===== config.mk =====
export PLATFORM = sky130hd
export DESIGN_NAME = pssc_queue
export DESIGN_NICKNAME = d
export VERILOG_FILES = /design/src/sv/point_set_symmetry_check_top_defines.svh /design/src/sv/pssc_queue.sv
export SDC_FILE = /design/constraint.sdc
export NUM_CORES = 1
export LEC_CHECK = 0
export BUFFER_PORTS_ARGS = -buffer_cell sky130_fd_sc_hd__buf_2
export CAP_MARGIN = 20
export CORE_MARGIN = 2
export CORE_UTILIZATION = 50
export DETAILED_ROUTE_END_ITERATION = 16
export PLACE_DENSITY = 0.71
export SLEW_MARGIN = 30
export SYNTH_ARGS = -nofsm -noshare
export SYNTH_HDL_FRONTEND = slang
export SYNTH_SLANG_ARGS = --single-unit

===== constraint.sdc =====
create_clock -name i_clk -period 3.6 [get_ports i_clk]
set_input_delay 0.36 -clock i_clk [delete_from_list [all_inputs] [get_ports i_clk]]
set_output_delay 0.36 -clock i_clk [all_outputs]
set_load 0.02 [all_outputs]

===== src/sv/point_set_symmetry_check_top_defines.svh =====
// ----------------------------------------------------------------------------
// Point set symmetry check - assertion macros
// Shared property forms used by the top level checks.
// ----------------------------------------------------------------------------
`ifndef POINT_SET_SYMMETRY_CHECK_TOP_DEFINES_SVH
`define POINT_SET_SYMMETRY_CHECK_TOP_DEFINES_SVH

// same-cycle implication
`define PSSC_ASSERT_IMP(lbl, clk, rst_n, ante, cons) \
    lbl: assert property (@(posedge clk) disable iff (!rst_n) (ante) |-> (cons)) \
        else $error("pssc: same-cycle check failed");

// next-cycle implication
`define PSSC_ASSERT_NXT(lbl, clk, rst_n, ante, cons) \
    lbl: assert property (@(posedge clk) disable iff (!rst_n) (ante) |=> (cons)) \
        else $error("pssc: next-cycle check failed");

`endif


===== src/sv/pssc_queue.sv =====
// ----------------------------------------------------------------------------
// Point set symmetry check - command queue
// Small register FIFO between the front end and the check engine.
// ----------------------------------------------------------------------------
module pssc_queue #(
    parameter  int W     = 8,
    parameter  int DEPTH = 4,
    localparam int PW = (DEPTH > 1) ? $clog2(DEPTH) : 1,
    localparam int LW = $clog2(DEPTH + 1)
) (
    input  logic         i_clk,
    input  logic         i_rst_n,
    input  logic         i_push,
    input  logic [W-1:0] i_data,
    output logic         o_full,
    input  logic         i_pop,
    output logic         o_valid,
    output logic [W-1:0] o_data
);
    logic [W-1:0]  r_mem [DEPTH];
    logic [PW-1:0] r_wptr;
    logic [PW-1:0] r_rptr;
    logic [LW-1:0] r_level;

    assign o_full  = r_level == LW'(DEPTH);
    assign o_valid = r_level != '0;
    assign o_data  = r_mem[r_rptr];

    always_ff @(posedge i_clk) begin
        if (i_push) begin
            r_mem[r_wptr] <= i_data;
        end
    end

    always_ff @(posedge i_clk) begin
        if (!i_rst_n) begin
            r_wptr  <= '0;
            r_rptr  <= '0;
            r_level <= '0;
        end else begin
            if (i_push) begin
                r_wptr <= (r_wptr == PW'(DEPTH - 1)) ? '0 : r_wptr + PW'(1);
            end
            if (i_pop) begin
                r_rptr <= (r_rptr == PW'(DEPTH - 1)) ? '0 : r_rptr + PW'(1);
            end
            if (i_push && !i_pop) begin
                r_level <= r_level + LW'(1);
            end else if (i_pop && !i_push) begin
                r_level <= r_level - LW'(1);
            end
        end
    end

endmodule


# [Word level (Yosys, flattened, before mapping)]
# Memory sizes are Yosys's and may differ from the RTL's. A register that Yosys moved wholly into a read port is not among the register bits.
# Index checks and enable logic that the tools add are counted.
[op_classes] n_addsub=4 eq_ne=3 mux=8 n_reduce_logical=6
[op_table] cell="$mux 2" count=4
[op_table] cell="$mux 3" count=2
[op_table] cell="$add 2x1->2 const B" count=2
[op_table] cell="$eq 2x2->1 const B" count=2
[op_table] cell="$add 3x1->3 const B" count=1
[op_table] cell="$eq 3x3->1 const B" count=1
[op_table] cell="$reduce_bool 3->1" count=1
[op_table] cell="$sub 3x1->3 const B" count=1
[op_table] cell="$logic_and 1x1->1" count=2
[op_table] cell="$logic_not 1->1" count=2
[op_table] cell="$mux 1" count=2
[op_table] cell="$reduce_bool 2->1" count=1
[word_totals] register_bits=7 mem_bits_rw=32 in_bits=12 out_inout_bits=10 word_cells=25 mem_count=1
[mem_list] name="r_mem" depth=4 word_bits=8 rd=1 rd_ports_with_merged_regs=1 wr=1 line="pssc_queue.sv:20" text="logic [W-1:0] r_mem [DEPTH];"

# [Logic depth before layout (Yosys ltp)]
# Gate-level depths: netlist of run 1.
[depth] ltp_word=4 ltp_mapped=7 depth_no_buf=7

# [Worst setup path before layout of run 1]
# Ideal clock, no wire load.
[synth_timing] path_kind="input port to flip-flop" from="in i_pop" to="reg r_level[2]" setup_time_ps=70 t_arrival_ps=1553 required_time_ps=3530 setup_slack_ps=1977 path_stages=7 n_path_buf=0 cell_sequence="inv_1 -> ha_1 -> inv_1 -> fa_1 -> xor2_1 -> or3_1 -> a21boi_1"
[synth_between] elab_chain_cells=3 elab_cells_between_ends=5 cone_classes="mux: 1; reduce/logical: 4"
[synth_rtl] element="start, declared" line="pssc_queue.sv:16" text="input logic i_pop,"
[synth_rtl] element="$logic_not 1->1" line="pssc_queue.sv:47" text="if (i_push && !i_pop) begin"
[synth_rtl] element="$logic_and 1x1->1" line="pssc_queue.sv:47"
[synth_rtl] element="$mux 3 or $reduce_bool 2->1 (tied branches)"
[synth_rtl] element="end signal, assigned" line="pssc_queue.sv:48" text="r_level <= r_level + LW'(1);"
[synth_rtl] element="end signal, assigned" line="pssc_queue.sv:50" text="r_level <= r_level - LW'(1);"
[synth_rtl] element="end, declared" line="pssc_queue.sv:23" text="logic [LW-1:0] r_level;"
# Parallel ways exist; a longest one is shown, timed or not.
# A chain may end at the register's enable or synchronous reset.

==> results of run 1 <==
[synthesized netlist by cell type, drive strengths merged]
cell type and number:
nor2 1, buf 1, dfxtp 9, nor2b 5, or3 2, ha 6
nor3 1, and2 5, clkbuf 1, o21ai 1, xor2 1, fa 1
xnor2 1, a21boi 1, inv 4, nor3b 1, mux2i 4, o21a 1
edfxtp 32, mux4 8
[power groups by stage]
stage	combinational [µW]	sequential (µW)	clock, µW
2_1_floorplan	90.3	559	0
3_3_place_gp	115	567	0
3_5_place_dp	120	569	0
4_1_cts	120	559	217
5_1_grt	132	563	235
6_report	118	558	209
[layer usage]
metal,GRT usage,wire length (µm)
met5,0,0
met4,0.102,63
met3,0.0469,133
met2,0.241,1110
met1,0.183,987
[cell type report]
class	count	area share
Clock buffer	7	0.0249
Clock inverter	1	0.00276
Inverter	4	0.00829
Multi-Input combinational cell	39	0.245
Sequential cell	41	0.630
Tap cell	44	0.0304
Timing Repair Buffer	21	0.0581
[flip-flops by register name, indices dropped and copies added (netlist names), named ones only]
signal	count
r_rptr	2
r_mem	32
r_wptr	2
r_level	3
[how the worst max path moves through the flow]
stage / depth (start not counted) / startpoint / endpoint
floorplan: 7 / i_pop / r_level[2]
global placement: 8 / i_pop / r_level[2]
detailed placement: 8 / i_pop / r_level[2]
CTS: 2 / flop / o_data[5]
global route: 2 / flop / o_data[1]
finish: 2 / flop / o_data[5]
[per-stage QoR]
step | power [µW] | setup slack, ns | instance area, µm² | util | cells
final | 885 | 1.46 | 1810 | 0.593 | 157
after global routing | 930 | 1.35 | 1810 | 0.593 | 157
after CTS | 896 | 1.41 | 1810 | 0.593 | 157
after detailed placement | 689 | 1.75 | 1760 | 0.577 | 149
after global placement | 683 | 1.80 | 1760 | 0.577 | 149
after floorplan | 649 | 1.98 | 1620 | - | 86
[worst register-to-register path: stages, from the launching register on]
cell and delay [ns]:
dfxtp_1 0.37, fa_1 0.44, xor2_1 0.16, or3_1 0.30, a21boi_1 0.14
[cell families (layout without fill, tap and decap cells)]
group	Yosys count	after routing	share of synthesized area
DFF	41	41	0.706
and+or+nand+nor	15	15	0.0565
muxes	12	12	0.136
adders and majority gates	7	7	0.0588
buffers and inverters	6	33	0.0193
AOI/OAI and AO/OA	3	3	0.0124
xor gates and xnor gates	2	2	0.0108
==> flow_metrics.tcl, run 1 <==
set metrics [dict create \
    crit_slowest_cell "dfxtp_1" \
    slew_viol_final 0 \
    rsz0062_at_grt "no" \
    final_cell_mix "32 x edfxtp_1, 21 x buf_2, 9 x dfxtp_1" \
    cpLargestDelayFamily "flip-flops" \
    worst_r2r_startpoint "r_level[0]" \
    via_count 787 \
    timing.fmax_ghz 0.467 \
    power.internal_uw 669 \
    syn_area_per_cell_um2 18.8 \
    cts_max_level 2 \
    drtPass1Iterations 4 \
    min_path_type "input pin to flop" \
    cts_buffers 5 \
    clkSlewWorstSetupHoldPaths_ns 0.11 \
    grt_pass1_wl_um 3820 \
    io_buffers 21 \
    drtIter0Drc 18 \
    hold_depth 1 \
    cp_max_fo 8 \
    powerDensity_mw_per_mm2 489 \
    crit_path_end_kind "output pin" \
    cts.path.max_buffers 2 \
    clock-root-buffer "clkbuf_4" \
    hold_violations 0 \
    overflow 0 \
    postRouteAntennaNets 0 \
    path_buf_inv 1 \
    ctsHoldBuffers 0 \
    drv_cap 0 \
    required_ns 3.24 \
    skew_ns 0.0122 \
    synth_area_leader_cell "edfxtp_1" \
    gp_congestion 0.636 \
    min_to "r_mem[0][7]" \
    worstHoldStart "i_data[7]" \
    seq_power_share 0.631 \
    irDropWorstVdd_v 0.000286 \
    die_h_um 60.9 \
    multi_input_area_um2 444 \
    ys_types 20 \
    grt_pass1_vias 812 \
    synth-seq-cells 41 \
    p_leak_uw 0.000664 \
    rr_worst_depth 4 \
    r2r_setup_slack_ns 2.13 \
    net-switching-power_uw 215 \
    timing.critical_path.cells "mux4_2 -> buf_2" \
    n_fill_cell 258 \
    r2r-end "r_level[2]" \
    cts_tree "yes" \
    synthCells 86 \
    antenna_cells 0 \
    switching_share 0.243 \
    status "complete, no violations" \
    cts_setup_buffers 0 \
    min_period_over_period 0.595 \
    worst_path_largest_cell_delay_ns 0.69 \
    fp.dieW_um 60.9 \
    clkPwrFrac 0.236 \
    pwr-share-comb 0.133 \
    seq_area_frac_synth 0.706 \
    tns_ns 0 \
    ys_top_cells_by_area "edfxtp_1 59%, dfxtp_1 11%, mux4_2 11%" \
    regArea_mm2 0.00114 \
    ys_warn_count 0 \
    startpoint_type "flop" \
    max_slew_margin 0.620 \
    vias_per_cell 5.01 \
    netlist_area_mm2 0.00162 \
    dieArea_mm2 0.00370 \
    wirelength_um 2290 \
    synth_top_cell_area_share 0.594 \
    critPathKind "flop to output pin" \
    antenna_found_initial 0 \
    area_growth_pct 12.0 \
    insertion_delay_ns 0.34 \
    worst_pin_slew_ns 0.569 \
    setup_violations 0 \
    drive_gt1_frac 0.310 \
    grt_usage 0.154 \
    clkSinkCount 41 \
    post-route-min-period_ns 2.14 \
    routedWlPerCell_um 14.6 \
    arrival_ns 1.78 \
    grt_max_degree 13 \
    io_pins 22 \
    final_nets 131 \
    cts_resized 0 \
    fin_hold_ws_ns 0.226 \
    rows 20 \
    coreArea_mm2 0.00305 \
    start_util 0.530 \
    syn-num-nets 105 \
    final_common_cell "edfxtp_1" \
    drc_errors 0 \
]
Power figures use the tool's default switching activity.
==> run 2, diff against run 1 <==
PLACE_DENSITY = 0.74   (was 0.71)
clock period = 1.8 ns   (was 3.6 ns; I/O delays follow)
==> run 2 against run 1 <==
Wire length grew 5.9%. Clock power rose to 2.7 times the previous value. Global-route usage grew 0.56 points. Sequential share of layout area shrank 1.3 points. Final cell count rose by 0.64%. Utilization grew 1.4 points. Critical endpoint is now o_data[0].
==> flow_metrics.tcl, run 2 (synthesized netlist as in run 1, its figures left out) <==
set metrics [dict create \
    power_uw 1940 \
    cts.path.max_buffers 2 \
    overflow 0 \
    start_util 0.530 \
    drtPass1Iterations 4 \
    final_area_mm2 0.00185 \
    p_leak_uw 0.000680 \
    required_ns 1.62 \
    critPathKind "flop to output pin" \
    routedWlPerCell_um 15.3 \
    regMostFlops "r_mem" \
    die_h_um 60.9 \
    powerDensity_mw_per_mm2 1050 \
    status "complete, no violations" \
    io_buffers 21 \
    arrival_ns 1.52 \
    grt_usage 0.159 \
    setup_violations 0 \
    final_util 0.607 \
    dpl.hpwl_um 1660 \
    io_pins 22 \
    via_count 809 \
    worst_pin_slew_ns 0.467 \
    drtIter0Drc 26 \
    drc_errors 0 \
    area_growth_pct 14.6 \
    timing.fmax_ghz 0.589 \
    dieArea_mm2 0.00370 \
    ctsHoldBuffers 0 \
    skew_ns 0.0114 \
    cts_tree "yes" \
    cts_buffers 5 \
    antenna_cells 0 \
    grt_max_degree 14 \
    rows 20 \
    largest_register_ffs 32 \
    min_path_type "input pin to flop" \
    cts_max_level 2 \
    gp_congestion 0.641 \
    cp_max_fo 8 \
    final_cell_mix "32 x edfxtp_1, 21 x buf_2, 8 x mux4_2, 8 x dfxtp_1, 6 x ha_1" \
    coreArea_mm2 0.00305 \
    max_slew_margin 0.688 \
    place_worst_setup_slack_ns 0.0816 \
    crit_path_end_kind "output pin" \
    grt_pass1_vias 856 \
    largestRegisters "r_mem x32, r_level x3" \
    fp.dieW_um 60.9 \
    layout_setup_ws_ns 0.101 \
    drive_gt1_frac 0.333 \
    wirelength_um 2420 \
    hold_violations 0 \
    tns_ns 0 \
    final_common_cell "edfxtp_1" \
    drv_cap 0 \
    clkSinkCount 41 \
    grt_pass1_wl_um 3910 \
    postRouteAntennaNets 0 \
    rsz0062_at_grt "no" \
    final_nets 132 \
    clock-root-buffer "clkbuf_4" \
    place_area_mm2 0.00177 \
    startpoint_type "flop" \
    clkSlewWorstSetupHoldPaths_ns 0.12 \
    min_period_over_period 0.944 \
    post-route-min-period_ns 1.70 \
    irDropWorstVdd_v 0.000735 \
    antenna_found_initial 0 \
    insertion_delay_ns 0.34 \
    slew_viol_final 0 \
    vias_per_cell 5.12 \
]
## run 2: path summary, 6_finish.rpt
kind / from / end / slack [ns] / cells after the start
worst min-delay path: i_data[0] / r_mem[0][0] / 0.04 / 1
worst max-delay path: flop / o_data[0] / 0.10 / 3
worst max register to register: r_level[0] / r_level[2] / 0.28 / 4
worst min register to register: r_level[2] / r_level[2] / 0.52 / 2
## run 2: layer usage
metal | track usage | share of wire | vias to the layer above
met3 | 0.0661 | 0.048 | 6
met4 | 0.0652 | 0.019 | 0
met1 | 0.178 | 0.41 | 404
met2 | 0.270 | 0.52 | 16
li1 | - | - | 383
met5 | 0 | 0 | -
## run 2: what timing repair did
action | in CTS | in global routing
hold endpoints to repair | 0 | 0
endpoints found under the setup margin | 0 | 8
setup buffers | 0 | 0
gates resized for setup | 0 | 2
## run 2: power by group
part	total (µW)	switching (µW)	internal, µW
clock	573	285	288
combinational	253	138	115
sequential	1110	33.0	1080
total	1940	456	1480
## run 2: final cells by class
type	instances	area, µm²
Inverter	4	15.0
Multi-Input combinational cell	39	444
Clock buffer	5	37.5
Clock inverter	3	41.3
Sequential cell	41	1140
Tap cell	44	55.1
Fill cell	260	1200
Timing Repair Buffer	22	116
## run 2: worst max-delay path, stage by stage, from the launching register on
cell and delay, ns:
dfxtp_2 0.34, buf_6 0.16, mux4_2 0.51, buf_2 0.18
## run 2: metrics by stage
| stage | hold slack, ns | cells |
|---|---|---|
| 2_1_floorplan | 0.279 | 86 |
| 3_3_place_gp | 0.391 | 150 |
| 3_5_place_dp | 0.400 | 150 |
| 4_1_cts | 0.0268 | 158 |
| 5_1_grt | 0.00591 | 158 |
| 6_report | 0.0422 | 158 |
==> run 3, diff against run 2 <==
BUFFER_PORTS_ARGS = not set   (was -buffer_cell sky130_fd_sc_hd__buf_2)
DONT_BUFFER_PORTS = 1   (was not set)
PLACE_DENSITY = 0.68   (was 0.74)
==> run 3 against run 2 <==
Clock power is 26% higher. Final area is 0.61% higher. Flip-flop and latch count stayed put.
==> flow_metrics.tcl, run 3 (synthesized netlist as in run 1, its figures left out) <==
set metrics [dict create \
    power.internal_uw 1610 \
    cts_max_level 2 \
    cts_tree "yes" \
    io_pins 22 \
    n_fill_cell 243 \
    largestRegisters "r_mem x32, r_level x3" \
    timing.critical_path.cells "buf_4 -> mux4_2" \
    cts_setup_buffers 0 \
    regArea_mm2 0.00114 \
    worst_pin_slew_ns 0.439 \
    critPathKind "flop to output pin" \
    wirelength_um 2380 \
    seq_power_share 0.537 \
    insertion_delay_ns 0.34 \
    hold_violations 0 \
    path_buf_inv 1 \
    clkPwrFrac 0.350 \
    grt_usage 0.154 \
    dpl.hpwl_um 1570 \
    slew_viol_final 0 \
    p_leak_uw 0.000654 \
    io_buffers 0 \
    crit_slowest_cell "mux4_2" \
    coreArea_mm2 0.00305 \
    final_common_cell "edfxtp_1" \
    place_area_mm2 0.00167 \
    switching_share 0.220 \
    grt_pass1_wl_um 3830 \
    final_nets 121 \
    grt_max_degree 14 \
    final_cell_mix "32 x edfxtp_1, 9 x dfxtp_1, 9 x dlygate4sd3_1" \
    rsz0062_at_grt "no" \
    pwr-share-comb 0.113 \
    overflow 0 \
    clkSinkCount 41 \
    drtPass1Iterations 4 \
    die_h_um 60.9 \
    postRouteAntennaNets 0 \
    startpoint_type "flop" \
    min_path_type "input pin to flop" \
    via_count 751 \
    grt_pass1_vias 790 \
    max_slew_margin 0.707 \
    ctsHoldBuffers 9 \
    required_ns 1.62 \
    vias_per_cell 5.11 \
    fin_hold_ws_ns 0.0151 \
    irDropWorstVdd_v 0.000597 \
    multi_input_area_um2 444 \
    powerDensity_mw_per_mm2 1110 \
    fp.dieW_um 60.9 \
    final_area_mm2 0.00186 \
    antenna_cells 0 \
    area_growth_pct 15.2 \
    cts_resized 0 \
    skew_ns 0.00412 \
    largest_register_ffs 32 \
    drc_errors 0 \
    drtIter0Drc 11 \
    worst_path_largest_cell_delay_ns 0.61 \
    start_util 0.530 \
    status "complete, no violations" \
    routedWlPerCell_um 16.2 \
    gp_congestion 0.646 \
    min_period_over_period 0.921 \
    crit_path_end_kind "output pin" \
    rows 20 \
    arrival_ns 1.48 \
    cts_buffers 5 \
    clock-root-buffer "clkbuf_4" \
    drive_gt1_frac 0.175 \
    drv_cap 0 \
    setup_violations 0 \
    tns_ns 0 \
    regMostFlops "r_mem" \
    cp_max_fo 8 \
    net-switching-power_uw 453 \
    dieArea_mm2 0.00370 \
    timing.fmax_ghz 0.603 \
    clkSlewWorstSetupHoldPaths_ns 0.12 \
    antenna_found_initial 0 \
    post-route-min-period_ns 1.66 \
    cts.path.max_buffers 2 \
    cpLargestDelayFamily "multiplexers" \
]
run 3: path summary, 6_finish.rpt:
kind / startpoint / slack (ns) / cells past startpoint / end
worst max register to register: r_level[0] / 0.28 / 4 / r_level[2]
worst max-delay path: flop / 0.14 / 2 / o_data[6]
worst min-delay path: i_push / 0.02 / 2 / r_wptr[1]
worst min register to register: r_level[2] / 0.54 / 2 / r_level[2]
run 3: metrics by stage:
stage / power [µW] / setup WS, ns / utilization / cells
global placement: 1330 / 0.323 / 0.547 / 130
finish: 2060 / 0.142 / 0.610 / 147
CTS: 2080 / 0.109 / 0.610 / 147
floorplan: 1300 / 0.357 / - / 86
global route: 2150 / 0.0485 / 0.610 / 147
detailed placement: 1340 / 0.193 / 0.547 / 130
run 3: area by class of cell:
type,instances,area share
flip-flops and latches,41,0.612
multi-input cells,39,0.238
repair buffers,11,0.0564
clock inverters,3,0.0349
well taps,44,0.0295
clock buffers,5,0.0201
inverters,4,0.00806
run 3: routing by layer:
layer  track usage  wire, µm  up-vias  part of all wire
met3        0.0768       146        6             0.061
met4        0.0776        54        0             0.023
li1              -         -      357                 -
met2         0.241      1160       18              0.49
met5             0         0        -                 0
met1         0.177      1020      370              0.43
run 3: power groups by stage:
stage / clock network, µW / logic [µW] / registers (µW)
detailed placement: 0 / 210 / 1130
global placement: 0 / 203 / 1130
global route: 777 / 259 / 1110
CTS: 731 / 236 / 1110
floorplan: 0 / 181 / 1120
finish: 721 / 233 / 1110
