$ cat src/sv/point_set_symmetry_check_top_defines.svh
// ----------------------------------------------------------------------------
// Point set symmetry check - assertion macros
// Shared property forms used by the top level checks.
// ----------------------------------------------------------------------------
`ifndef POINT_SET_SYMMETRY_CHECK_TOP_DEFINES_SVH
`define POINT_SET_SYMMETRY_CHECK_TOP_DEFINES_SVH

// same-cycle implication
`define PSSC_ASSERT_IMP(lbl, clk, rst_n, ante, cons) \
    lbl: assert property (@(posedge clk) disable iff (!rst_n) (ante) |-> (cons)) \
        else $error("pssc: same-cycle check failed");

// next-cycle implication
`define PSSC_ASSERT_NXT(lbl, clk, rst_n, ante, cons) \
    lbl: assert property (@(posedge clk) disable iff (!rst_n) (ante) |=> (cons)) \
        else $error("pssc: next-cycle check failed");

`endif

$ cat src/sv/pssc_pkg.sv
// ----------------------------------------------------------------------------
// Point set symmetry check - package
// Register indexes, reset values and the command flags passed front to back.
// ----------------------------------------------------------------------------
package pssc_pkg;

    localparam int CFG_W   = 18;
    localparam int IDX_W   = 3;
    localparam int SHIFT_W = 16;
    localparam int TOL_W   = 16;
    localparam int OUT_W   = 16;
    localparam int SEEN_W  = 7;
    localparam int FRAC_W  = 16;

    localparam logic [IDX_W-1:0] REG_COEF_XX = 3'd0;
    localparam logic [IDX_W-1:0] REG_COEF_XY = 3'd1;
    localparam logic [IDX_W-1:0] REG_SHIFT_X = 3'd2;
    localparam logic [IDX_W-1:0] REG_COEF_YX = 3'd3;
    localparam logic [IDX_W-1:0] REG_COEF_YY = 3'd4;
    localparam logic [IDX_W-1:0] REG_SHIFT_Y = 3'd5;
    localparam logic [IDX_W-1:0] REG_TOL     = 3'd6;

    localparam logic [CFG_W-1:0]   COEF_ONE  = 18'd65536;
    localparam logic [TOL_W-1:0]   TOL_RESET = 16'd1;

    typedef struct packed {
        logic wr;    // point goes into the store
        logic last;  // final point of the set
        logic ovf;   // set has overflowed so far
    } t_cmd_flags;

endpackage

$ cat src/sv/pssc_front.sv
// ----------------------------------------------------------------------------
// Point set symmetry check - front end
// Accepts points, assigns store slots and tracks fill and overflow per set.
// ----------------------------------------------------------------------------
module pssc_front #(
    parameter  int MAX_POINTS = 64,
    parameter  int COORD_BITS = 16,
    localparam int AW = (MAX_POINTS > 1) ? $clog2(MAX_POINTS) : 1,
    localparam int CW = $clog2(MAX_POINTS + 1)
) (
    input  logic                         i_clk,
    input  logic                         i_rst_n,
    input  logic                         i_valid,
    output logic                         o_ready,
    input  logic signed [COORD_BITS-1:0] i_x,
    input  logic signed [COORD_BITS-1:0] i_y,
    input  logic                         i_last,
    input  logic                         i_full,
    output logic                         o_push,
    output pssc_pkg::t_cmd_flags         o_flags,
    output logic        [AW-1:0]         o_addr,
    output logic        [CW-1:0]         o_cnt,
    output logic signed [COORD_BITS-1:0] o_x,
    output logic signed [COORD_BITS-1:0] o_y
);
    import pssc_pkg::*;

    logic [CW-1:0] r_cnt;
    logic          r_ovf;
    logic          has_room;

    assign has_room     = r_cnt < CW'(MAX_POINTS);
    assign o_ready      = !i_full;
    assign o_push       = i_valid && !i_full;
    assign o_flags.wr   = has_room;
    assign o_flags.last = i_last;
    assign o_flags.ovf  = r_ovf || !has_room;
    assign o_addr       = r_cnt[AW-1:0];
    assign o_cnt        = has_room ? r_cnt + CW'(1) : r_cnt;
    assign o_x          = i_x;
    assign o_y          = i_y;

    always_ff @(posedge i_clk) begin
        if (!i_rst_n) begin
            r_cnt <= '0;
            r_ovf <= 1'b0;
        end else if (o_push) begin
            if (i_last) begin
                r_cnt <= '0;
                r_ovf <= 1'b0;
            end else begin
                r_cnt <= o_cnt;
                r_ovf <= o_flags.ovf;
            end
        end
    end

endmodule

$ cat config.mk
export PLATFORM = sky130hd
export DESIGN_NAME = pssc_front
export DESIGN_NICKNAME = d
export VERILOG_FILES = /design/src/sv/point_set_symmetry_check_top_defines.svh /design/src/sv/pssc_pkg.sv /design/src/sv/pssc_front.sv
export SDC_FILE = /design/constraint.sdc
export NUM_CORES = 1
export LEC_CHECK = 0
export BUFFER_PORTS_ARGS = -buffer_cell sky130_fd_sc_hd__buf_2
export CAP_MARGIN = 20
export CORE_UTILIZATION = 33
export CTS_CLUSTER_DIAMETER = 30
export DETAILED_ROUTE_END_ITERATION = 10
export PLACE_DENSITY = 0.88
export SLEW_MARGIN = 20
export SYNTH_ARGS = -nofsm -noshare
export SYNTH_HDL_FRONTEND = slang
export SYNTH_SLANG_ARGS = --single-unit
$ cat constraint.sdc
create_clock -name i_clk -period 1.6 [get_ports i_clk]
set_input_delay 0.32 -clock i_clk [delete_from_list [all_inputs] [get_ports i_clk]]
set_output_delay 0.32 -clock i_clk [all_outputs]
set_load 0.1 [all_outputs]
# Yosys cells after proc, flatten, opt, wreduce, memory -nomap -nowiden
# Cells that the tools add are included.
[op_classes]
n_reduce_logical = 4
magnitude_cmp = 1
add_sub_neg = 1
muxes = 3
[ops]
columns = ["op", "n"]
rows = [
  ["$mux W7", 2],
  ["$add A7 B1 Y7 const B", 1],
  ["$lt A7 B7 Y1 const B", 1],
  ["$logic_not A1 Y1", 2],
  ["$logic_and A1 B1 Y1", 1],
  ["$logic_or A1 B1 Y1", 1],
  ["$mux W1", 1],
]
[word_totals]
out_inout_bits = 50
regBits = 8
in_bits = 37
wordCells = 11

# Logic depth before layout (Yosys ltp)
# Gate-level depths: netlist of the first run.
[depth]
depth_word = 4
depth_mapped = 6
mapped_depth_nobuf = 5

# Worst setup path after synthesis of the first run
# OpenSTA, ideal clock, no wires.
[synth_path]
path_kind = "reg-to-output"
startpoint = "register r_cnt[6]"
endpoint = "output o_cnt[5]"
arrival_time_ns = 2.369
stages_incl_launch_ff = 6
path_slack_ns = -1.089
required_time_ns = 1.280
path_buffers = 2
cell_sequence = "dfxtp_1 > buf_6 > and4b_1 > buf_4 > nand2_2 > xnor2_1"
[synth_between]
elab_chain_len = 2
[synth_rtl]
columns = ["item", "line_no", "source"]
rows = [
  ["start: declaration", "pssc_front.sv:28", "logic [CW-1:0] r_cnt;"],
  ["start signal: assignment", "pssc_front.sv:52", "r_cnt <= o_cnt;"],
  ["$lt A7 B7 Y1", "pssc_front.sv:32", "assign has_room = r_cnt < CW'(MAX_POINTS);"],
  ["$mux W7", "pssc_front.sv:39", "assign o_cnt = has_room ? r_cnt + CW'(1) : r_cnt;"],
  ["end: declaration", "pssc_front.sv:22", "output logic [CW-1:0] o_cnt,"],
]
# Every way passes these cells.

# Worst setup path in the final report of the first run
[layout_path]
startpoint = "register r_cnt[0]"
endpoint = "output o_cnt[4]"
[layout_between]
elab_chain_len = 2
word_cells_on_any_way = 3
cone_classes = "add/sub (1); order compare (1); mux (1)"
[layout_rtl]
columns = ["item", "line_no"]
rows = [
  ["$add A7 B1 Y7 / $lt A7 B7 Y1 (equally long branches)", "pssc_front.sv:39, pssc_front.sv:32"],
  ["$mux W7 *", "pssc_front.sv:39"],
]
# Every way passes the cells marked *; elsewhere a longest branch is shown, timed or not.

==> results of run 1 <==
## what timing repair did
action,CTS,global route
endpoints found under the setup margin,6,7
hold buffers,0,0
pin swaps,5,1
resized for setup,6,1
buffers inserted,5,1
## layout by cell type, fill, tap and decap left out, drive strengths merged
cell / instances
inv: 4
xor2: 1
and4b: 1
or4: 1
nand2b: 2
a41o: 1
clkbuf: 5
nor2: 6
o21ai: 2
ha: 1
dfxtp: 8
or2: 1
a21oi: 6
xnor2: 4
nand4b: 1
mux2: 1
nand2: 2
a22oi: 3
nor3b: 2
nand3b: 2
buf: 32
and2: 1
## logic make-up (layout without fill, tap and decap cells)
family          count (synthesis)  count (layout)  synth area share [%]
xor+xnor                        5               5                  5.81
simple gates                   19              19                  15.3
flops                           8               8                  21.3
mux                             1               1                  1.49
buf+inv                        47              41                  44.8
fa+ha+maj                       1               1                  1.66
compound gates                 12              12                  9.63
## worst min-delay path: cells and delay by family
| kind | cells | cell delay [ps] |
|---|---|---|
| simple gates | 1 | 120 |
| buf+inv | 2 | 180 |
## layer usage
metal  vias up  wire (um)  GRT usage, %
met3        16        130          5.86
li1        256          -             -
met5         -          0             0
met2        34        795          24.5
met4         0         93          11.9
met1       254        491          10.1
## sequential cells by signal, indices dropped and copies added, names as in the netlist
signal  flops
r_cnt       7
r_ovf       1
## path summary, 6_finish.rpt
| kind | start | endpoint | slack [ps] | cells after the start |
|---|---|---|---|---|
| max | r_cnt[0] | o_cnt[4] | -140 | 4 |
| min | i_rst_n | r_ovf | 400 | 3 |
| max reg2reg | r_cnt[6] | r_cnt[5] | 210 | 5 |
| min reg2reg | r_ovf | r_ovf | 490 | 2 |
## power by group through the flow
stage | Sequential [W] | Clock [W] | Combinational, W
6_report | 0.000199 | 0.000171 | 0.000114
4_1_cts | 0.000199 | 0.000172 | 0.000114
2_1_floorplan | 0.000207 | 0 | 0.000457
5_1_grt | 0.000199 | 0.000190 | 0.000119
3_3_place_gp | 0.000207 | 0 | 0.000109
3_5_place_dp | 0.000207 | 0 | 0.000110
## stage by stage
stage / hold slack (ps) / power [W]
floorplan: 449 / 0.000664
global placement: 461 / 0.000316
detailed placement: 467 / 0.000317
CTS: 406 / 0.000485
global route: 424 / 0.000508
finish: 404 / 0.000484
## layout make-up
type | instances | area, sq um | share of cell area (%)
Clock buffer | 4 | 26.3 | 2.76
Inverter | 4 | 15.0 | 1.58
Multi-Input combinational cell | 38 | 368 | 38.7
Sequential cell | 8 | 174 | 18.3
Tap cell | 27 | 33.8 | 3.55
Timing Repair Buffer | 33 | 334 | 35.1
==> flow_metrics.tcl, run 1 <==
set metrics [dict create \
    final_cells 114 \
    fin_util_pct 46.1 \
    cts_buffers 3 \
    synth_area_per_cell_sq_um 8.10 \
    antenna_found_initial 0 \
    critPathTopFamily "flip-flops" \
    ys_async_sr_fraction_pct 0 \
    irDropWorstVdd_mv 0.235 \
    synth_area_sq_um 753 \
    clkSlewWorstSetupHoldPaths_ps 60 \
    max_freq_ghz 0.573 \
    yosys_warnings 0 \
    critPathBufInv 1 \
    grt_max_degree 9 \
    fin_crit_ps 1740 \
    vias 560 \
    timing.final.ws_setup_ps -144 \
    hp-class "input port to flip-flop" \
    dpl_cell_area_sq_um 856 \
    finClkSkew_ps 5.63 \
    yosys-top-cells-area "buf_4 (41%), dfxtp_1 (21%), xnor2_1 (4.7%), a21oi_1 (4.0%), a22oi_1 (3.0%)" \
    ant_nets 0 \
    cts_tree "yes" \
    pwr-share-comb_pct 23.6 \
    firstDrtPassIters 3 \
    die_x_um 49.8 \
    synth-seq-cells 8 \
    drt_iter0_drc 3 \
    grt_setup_unrepaired "true" \
    synth_edf_count 0 \
    die_h_um 49.8 \
    grt-ovfl-total 0 \
    setup_viol 6 \
    outcome "complete, but fails checks" \
    worstSetupEndpointType "output port" \
    synth_top_area_cell "buf_4" \
    htreeDepth 1 \
    drv_cap 0 \
    synth_common_cells "buf_4 (41), dfxtp_1 (8), a21oi_1 (6), nor2_1 (6)" \
    final.fill_count 186 \
    syn_inst 93 \
    sw_frac_of_total_pct 33.0 \
    dp_hpwl_mm 1.18 \
    crit_chain "ha_4 > nand4b_1 > xnor2_4 > buf_12" \
    clock_latency_ps 260 \
    cts.sinks 8 \
    diodes 0 \
    grt_pass1_vias 550 \
    drive_above_1_share_pct 60.9 \
    die_area_sq_um 2480 \
    start_kind "flip-flop" \
    synth_top_area_share_pct 40.9 \
    grt_pass1_wl_mm 2.36 \
    num_rows 16 \
    crit_type "flip-flop to output port" \
    cp_max_fo 4 \
    cp.required_ps 1280 \
    yosys_most_used_dff "dfxtp_1" \
    fin_setup_tns_ps -440 \
    clkPwrFrac_pct 35.3 \
    start_util_pct 36.5 \
    nets 126 \
    portBuffers 22 \
    clk_path_buf_depth 2 \
    synth_cell_type_count 25 \
    powerDensity_nw_per_um2 509 \
    tightest_slew_ps 488 \
    violations "negative setup slack" \
    area_growth_pct 26.2 \
    hold_viol 0 \
    syn_nets 131 \
    cp_data_arrival_time_ps 1420 \
    drv_slew 0 \
    vias_per_cell 4.91 \
    post_drt_wl_per_cell_um 13.3 \
    p_seq_share_pct 41.1 \
    leakage_nw 0.433 \
    ios 87 \
    wl_mm 1.51 \
    synth_most_common_cell "buf_4" \
    fin_crit_sh_pct 109 \
    final_area_sq_um 951 \
    critical-path-slowest-cell "dfxtp_4" \
    dp.cells 104 \
    cts-root-buf "clkbuf_4" \
    routabilityCongestion 0.843 \
    synth-seq-area-share_pct 21.3 \
    drcViolationCount 0 \
    grtUsageTotal_pct 13.3 \
    slew_headroom_pct 67.7 \
    p_sw_w 0.000160 \
    core_area_sq_um 2060 \
    critical-path-max-stage-delay_ps 370 \
    place_ws_ps 55.3 \
    cell_internal_pwr_w 0.000324 \
]
Power figures use the tool's default switching activity.
==> run 2, diff against run 1 <==
Settings changed: CELL_PAD_IN_SITES_DETAIL_PLACEMENT from default to 1, CELL_PAD_IN_SITES_GLOBAL_PLACEMENT from default to 1, CORE_MARGIN from default to 2, CORE_UTILIZATION 33 to 20, PLACE_DENSITY 0.88 to 0.86.
==> flow_metrics.tcl, run 2 (synthesis gave the netlist of run 1 again) <==
set metrics [dict create \
    r2r_cells 4 \
    endpoint "o_cnt[4]" \
    vias 554 \
    crit_type "flip-flop to output port" \
    drive_above_1_share_pct 60.5 \
    cts_tree "yes" \
    drv_cap 0 \
    ant_nets 0 \
    die_area_sq_um 4270 \
    grt_max_degree 9 \
    post_drt_wl_per_cell_um 13.3 \
    layout.cells.most_common "buf_2" \
    r2r-start "r_cnt[6]" \
    dpl_cell_area_sq_um 890 \
    regMostFlops "r_cnt" \
    start_util_pct 20.7 \
    core_area_sq_um 3630 \
    cp_max_fo 3 \
    clk_path_buf_depth 2 \
    grt-ovfl-total 0 \
    crit_chain "ha_4 > nand4b_1 > xnor2_4 > buf_12" \
    grt_pass1_wl_mm 2.81 \
    die_h_um 65.4 \
    antenna_found_initial 0 \
    dp.cells 126 \
    num_rows 22 \
    irDropWorstVdd_mv 0.142 \
    grt_setup_unrepaired "true" \
    outcome "complete, but fails checks" \
    final_cells 134 \
    slew_headroom_pct 66.4 \
    start_kind "flip-flop" \
    cts-root-buf "clkbuf_8" \
    hold_buffers 0 \
    grt_pass1_vias 575 \
    timing.final.ws_setup_ps -93.7 \
    fin_crit_ps 1690 \
    leakage_nw 0.435 \
    clkSlewWorstSetupHoldPaths_ps 40 \
    fin_crit_sh_pct 106 \
    powerDensity_nw_per_um2 592 \
    final_cell_mix "buf_2 (12), buf_12 (9), buf_4 (9), nor2_1 (6), a21oi_1 (6)" \
    hp-start "i_rst_n" \
    cp_data_arrival_time_ps 1370 \
    wl_mm 1.79 \
    max_freq_ghz 0.590 \
    routabilityCongestion 0.819 \
    fin_util_pct 27.1 \
    worstSetupEndpointType "output port" \
    reg_top3 "r_cnt x7, r_ovf x1" \
    vias_per_cell 4.13 \
    setup_viol 5 \
    final.fill_count 433 \
    critical-path-slowest-cell "dfxtp_4" \
    die_x_um 65.4 \
    finClkSkew_ps 0.663 \
    drcViolationCount 0 \
    htreeDepth 1 \
    cts_buffers 3 \
    power_w 0.000583 \
    drv_slew 0 \
    grtUsageTotal_pct 9.18 \
    clock_latency_ps 230 \
    hp-class "input port to flip-flop" \
    critical-path-max-stage-delay_ps 360 \
    violations "negative setup slack" \
    firstDrtPassIters 2 \
    fin_setup_tns_ps -323 \
    portBuffers 22 \
    r2r_slack_ps 260 \
    tightest_slew_ps 508 \
    largest_reg_flops 7 \
    hold_viol 0 \
    area_growth_pct 30.7 \
    diodes 0 \
    drt_iter0_drc 1 \
    crit_start "r_cnt[1]" \
    r2r_end "r_cnt[5]" \
    nets 125 \
    cp.required_ps 1280 \
    ios 87 \
    cts.sinks 8 \
    final_area_sq_um 985 \
    dp_hpwl_mm 1.38 \
]
run 2: changes by cell type in the layout (fill, tap and decap cells not counted):
cell / before / now
and4b_1: 1 / 0
and4b_2: 0 / 1
buf_4: 10 / 9
clkbuf_4: 4 / 1
clkbuf_8: 0 / 3
nand2b_1: 1 / 2
nand2b_4: 1 / 0
or2_2: 1 / 0
or2_4: 0 / 1
run 2: critical path: cells and delay by family, from the launching register on:
family | cells | cell delay, ps
fa+ha+maj | 1 | 140
buf+inv | 1 | 200
flops | 1 | 360
simple gates | 1 | 210
xor+xnor | 1 | 240
run 2: how the worst min path moves through the flow:
stage	endpoint	slack [ps]	cells past startpoint
3_5_place_dp	r_ovf	490	2
4_1_cts	r_cnt[1]	440	3
2_1_floorplan	r_ovf	450	2
3_3_place_gp	r_ovf	460	2
5_1_grt	r_cnt[1]	480	3
6_report	r_cnt[2]	450	3
run 2: area by class of cell:
| class | count | area, sq um | share of cell area (%) |
|---|---|---|---|
| multi-input cells | 38 | 364 | 37.0 |
| repair buffers | 32 | 327 | 33.2 |
| flip-flops and latches | 8 | 174 | 17.7 |
| well taps | 48 | 60.1 | 6.10 |
| clock buffers | 4 | 45.0 | 4.57 |
| inverters | 4 | 15.0 | 1.52 |
run 2: power breakdown:
group | total, W | internal (W) | switching [W] | leakage, nW
sequential | 0.000199 | 0.000197 | 0.00000207 | 0.0679
clock | 0.000268 | 0.000174 | 0.0000938 | 0.0228
combinational | 0.000116 | 0.0000318 | 0.0000839 | 0.344
run 2: stage by stage:
step                      setup slack (ps)  hold slack [ps]
after floorplan                       -176              449
after global placement                 111              464
after detailed placement              77.7              492
after CTS                             -104              443
after global routing                  -157              481
final                                -93.7              447
run 2: per-layer routing:
metal | part of all wire (%) | global-route usage (%) | up-vias
met5 | 0 | 0 | -
met2 | 51 | 14.7 | 36
met4 | 2.7 | 7.81 | 0
met1 | 35 | 8.81 | 261
li1 | - | - | 247
met3 | 11 | 4.45 | 10
run 2: timing repair:
action                                  in CTS  in global routing
buffers inserted                             3                  1
endpoints found under the setup margin       6                  6
pin swaps                                    3                  0
resized for setup                            6                  2
==> run 3, diff against run 2 <==
Settings changed: CORE_UTILIZATION 20 to 22, PLACE_DENSITY 0.86 to 0.93.
Clock period 1.6 ns to 2.2 ns, I/O delays scaled along.
==> flow_metrics.tcl, run 3 (synthesis gave the netlist of run 1 again) <==
set metrics [dict create \
    ios 87 \
    leakage_nw 0.328 \
    ant_nets 0 \
    holdPathStages 2 \
    tightest_slew_ps 498 \
    antenna_found_initial 0 \
    nets 116 \
    hold_buffers 0 \
    powerDensity_nw_per_um2 485 \
    die_h_um 62.5 \
    clock_latency_ps 250 \
    die_area_sq_um 3910 \
    crit_type "flip-flop to output port" \
    start_kind "flip-flop" \
    cts_resized 0 \
    grt_pass1_vias 497 \
    firstDrtPassIters 4 \
    drv_slew 0 \
    layout.cells.most_common "buf_2" \
    clkSlewWorstSetupHoldPaths_ps 60 \
    reg_top3 "r_cnt x7, r_ovf x1" \
    crit_start "r_cnt[6]" \
    hp-start "r_ovf" \
    grt_pass1_wl_mm 2.40 \
    setup_viol 0 \
    vias_per_cell 3.87 \
    final_cell_mix "buf_2 (20), dfxtp_1 (8), nor2_1 (6), a21oi_1 (6)" \
    grt_setup_unrepaired "false" \
    slew_headroom_pct 67.0 \
    cts_setup_buffers 0 \
    fin_setup_tns_ps 0 \
    num_rows 21 \
    max_freq_ghz 0.473 \
    die_x_um 62.5 \
    drt_iter0_drc 7 \
    hp-class "flip-flop to flip-flop" \
    drive_above_1_share_pct 46.1 \
    outcome "finished, final reports clean" \
    finClkSkew_ps 1.96 \
    diodes 0 \
    cp_data_arrival_time_ps 1670 \
    grt_max_degree 12 \
    cp.required_ps 1760 \
    grt-ovfl-total 0 \
    wl_mm 1.48 \
    r2r-start "r_cnt[6]" \
    vias 472 \
    cts-root-buf "clkbuf_4" \
    drv_cap 0 \
    start_util_pct 22.8 \
    final.fill_count 418 \
    whs_ps 484 \
    core_area_sq_um 3310 \
    hold_viol 0 \
    routabilityCongestion 0.677 \
    cts_buffers 3 \
    dp_hpwl_mm 1.17 \
    r2r_cells 4 \
    largest_reg_flops 7 \
    cp_max_fo 9 \
    post_drt_wl_per_cell_um 12.1 \
    clk_path_buf_depth 2 \
    cts_tree "yes" \
    drcViolationCount 0 \
    irDropWorstVdd_mv 0.103 \
    regMostFlops "r_cnt" \
    htreeDepth 1 \
    fin_crit_sh_pct 96.0 \
    fin_crit_ps 2110 \
    area_growth_pct -9.30 \
    worstSetupEndpointType "output port" \
    cts.sinks 8 \
    portBuffers 22 \
    grtUsageTotal_pct 8.22 \
]
-- run 3: cell types whose count changed in the layout (fill, tap and decap cells not counted), moves of 2 or more --
cell	before	now
buf_12	9	1
buf_2	12	20
buf_4	9	1
clkbuf_4	1	4
clkbuf_8	3	0
dfxtp_1	3	8
dfxtp_2	2	0
dfxtp_4	3	0
xnor2_2	1	4
xnor2_4	3	0
-- run 3: final cells by class --
class | instances | area [sq um] | area share (%)
sequential | 8 | 160 | 23.4
tap | 46 | 57.6 | 8.42
clock buffer | 3 | 22.5 | 3.30
inverter | 4 | 15.0 | 2.20
multi-input combinational | 38 | 293 | 42.9
timing repair buffer | 23 | 135 | 19.8
-- run 3: power breakdown --
| group | internal (W) | switching, W |
|---|---|---|
| clock network | 0.0000626 | 0.0000518 |
| logic | 0.0000122 | 0.0000575 |
| registers | 0.000146 | 0.00000155 |
-- run 3: final timing paths --
kind                                  to  slack [ps]
worst max-delay path            o_cnt[3]          90
worst min-delay path               r_ovf         480
worst min register to register     r_ovf         480
worst max register to register  r_cnt[5]         650
-- run 3: critical path, cell delays in order (launching register included) --
cell and delay (ps):
dfxtp_1 400, and4b_1 440, xor2_2 140, buf_2 430
-- run 3: metrics by stage --
stage	cells	total power (W)	instance area, sq um	worst slack (ps)	util, %
CTS	122	0.000339	681	10.8	20.6
global route	122	0.000348	683	7.00	20.6
global placement	119	0.000220	658	367	19.9
finish	122	0.000332	683	87.8	20.6
floorplan	93	0.000483	791	15.3	-
detailed placement	119	0.000221	658	300	19.9
-- run 3: per-layer routing --
metal | track usage [%] | up-vias | share of wire [%]
met5 | 0 | - | 0
met4 | 8.61 | 0 | 3.7
met3 | 3.42 | 4 | 9.0
met2 | 12.9 | 23 | 49
met1 | 7.81 | 215 | 38
li1 | - | 230 | -
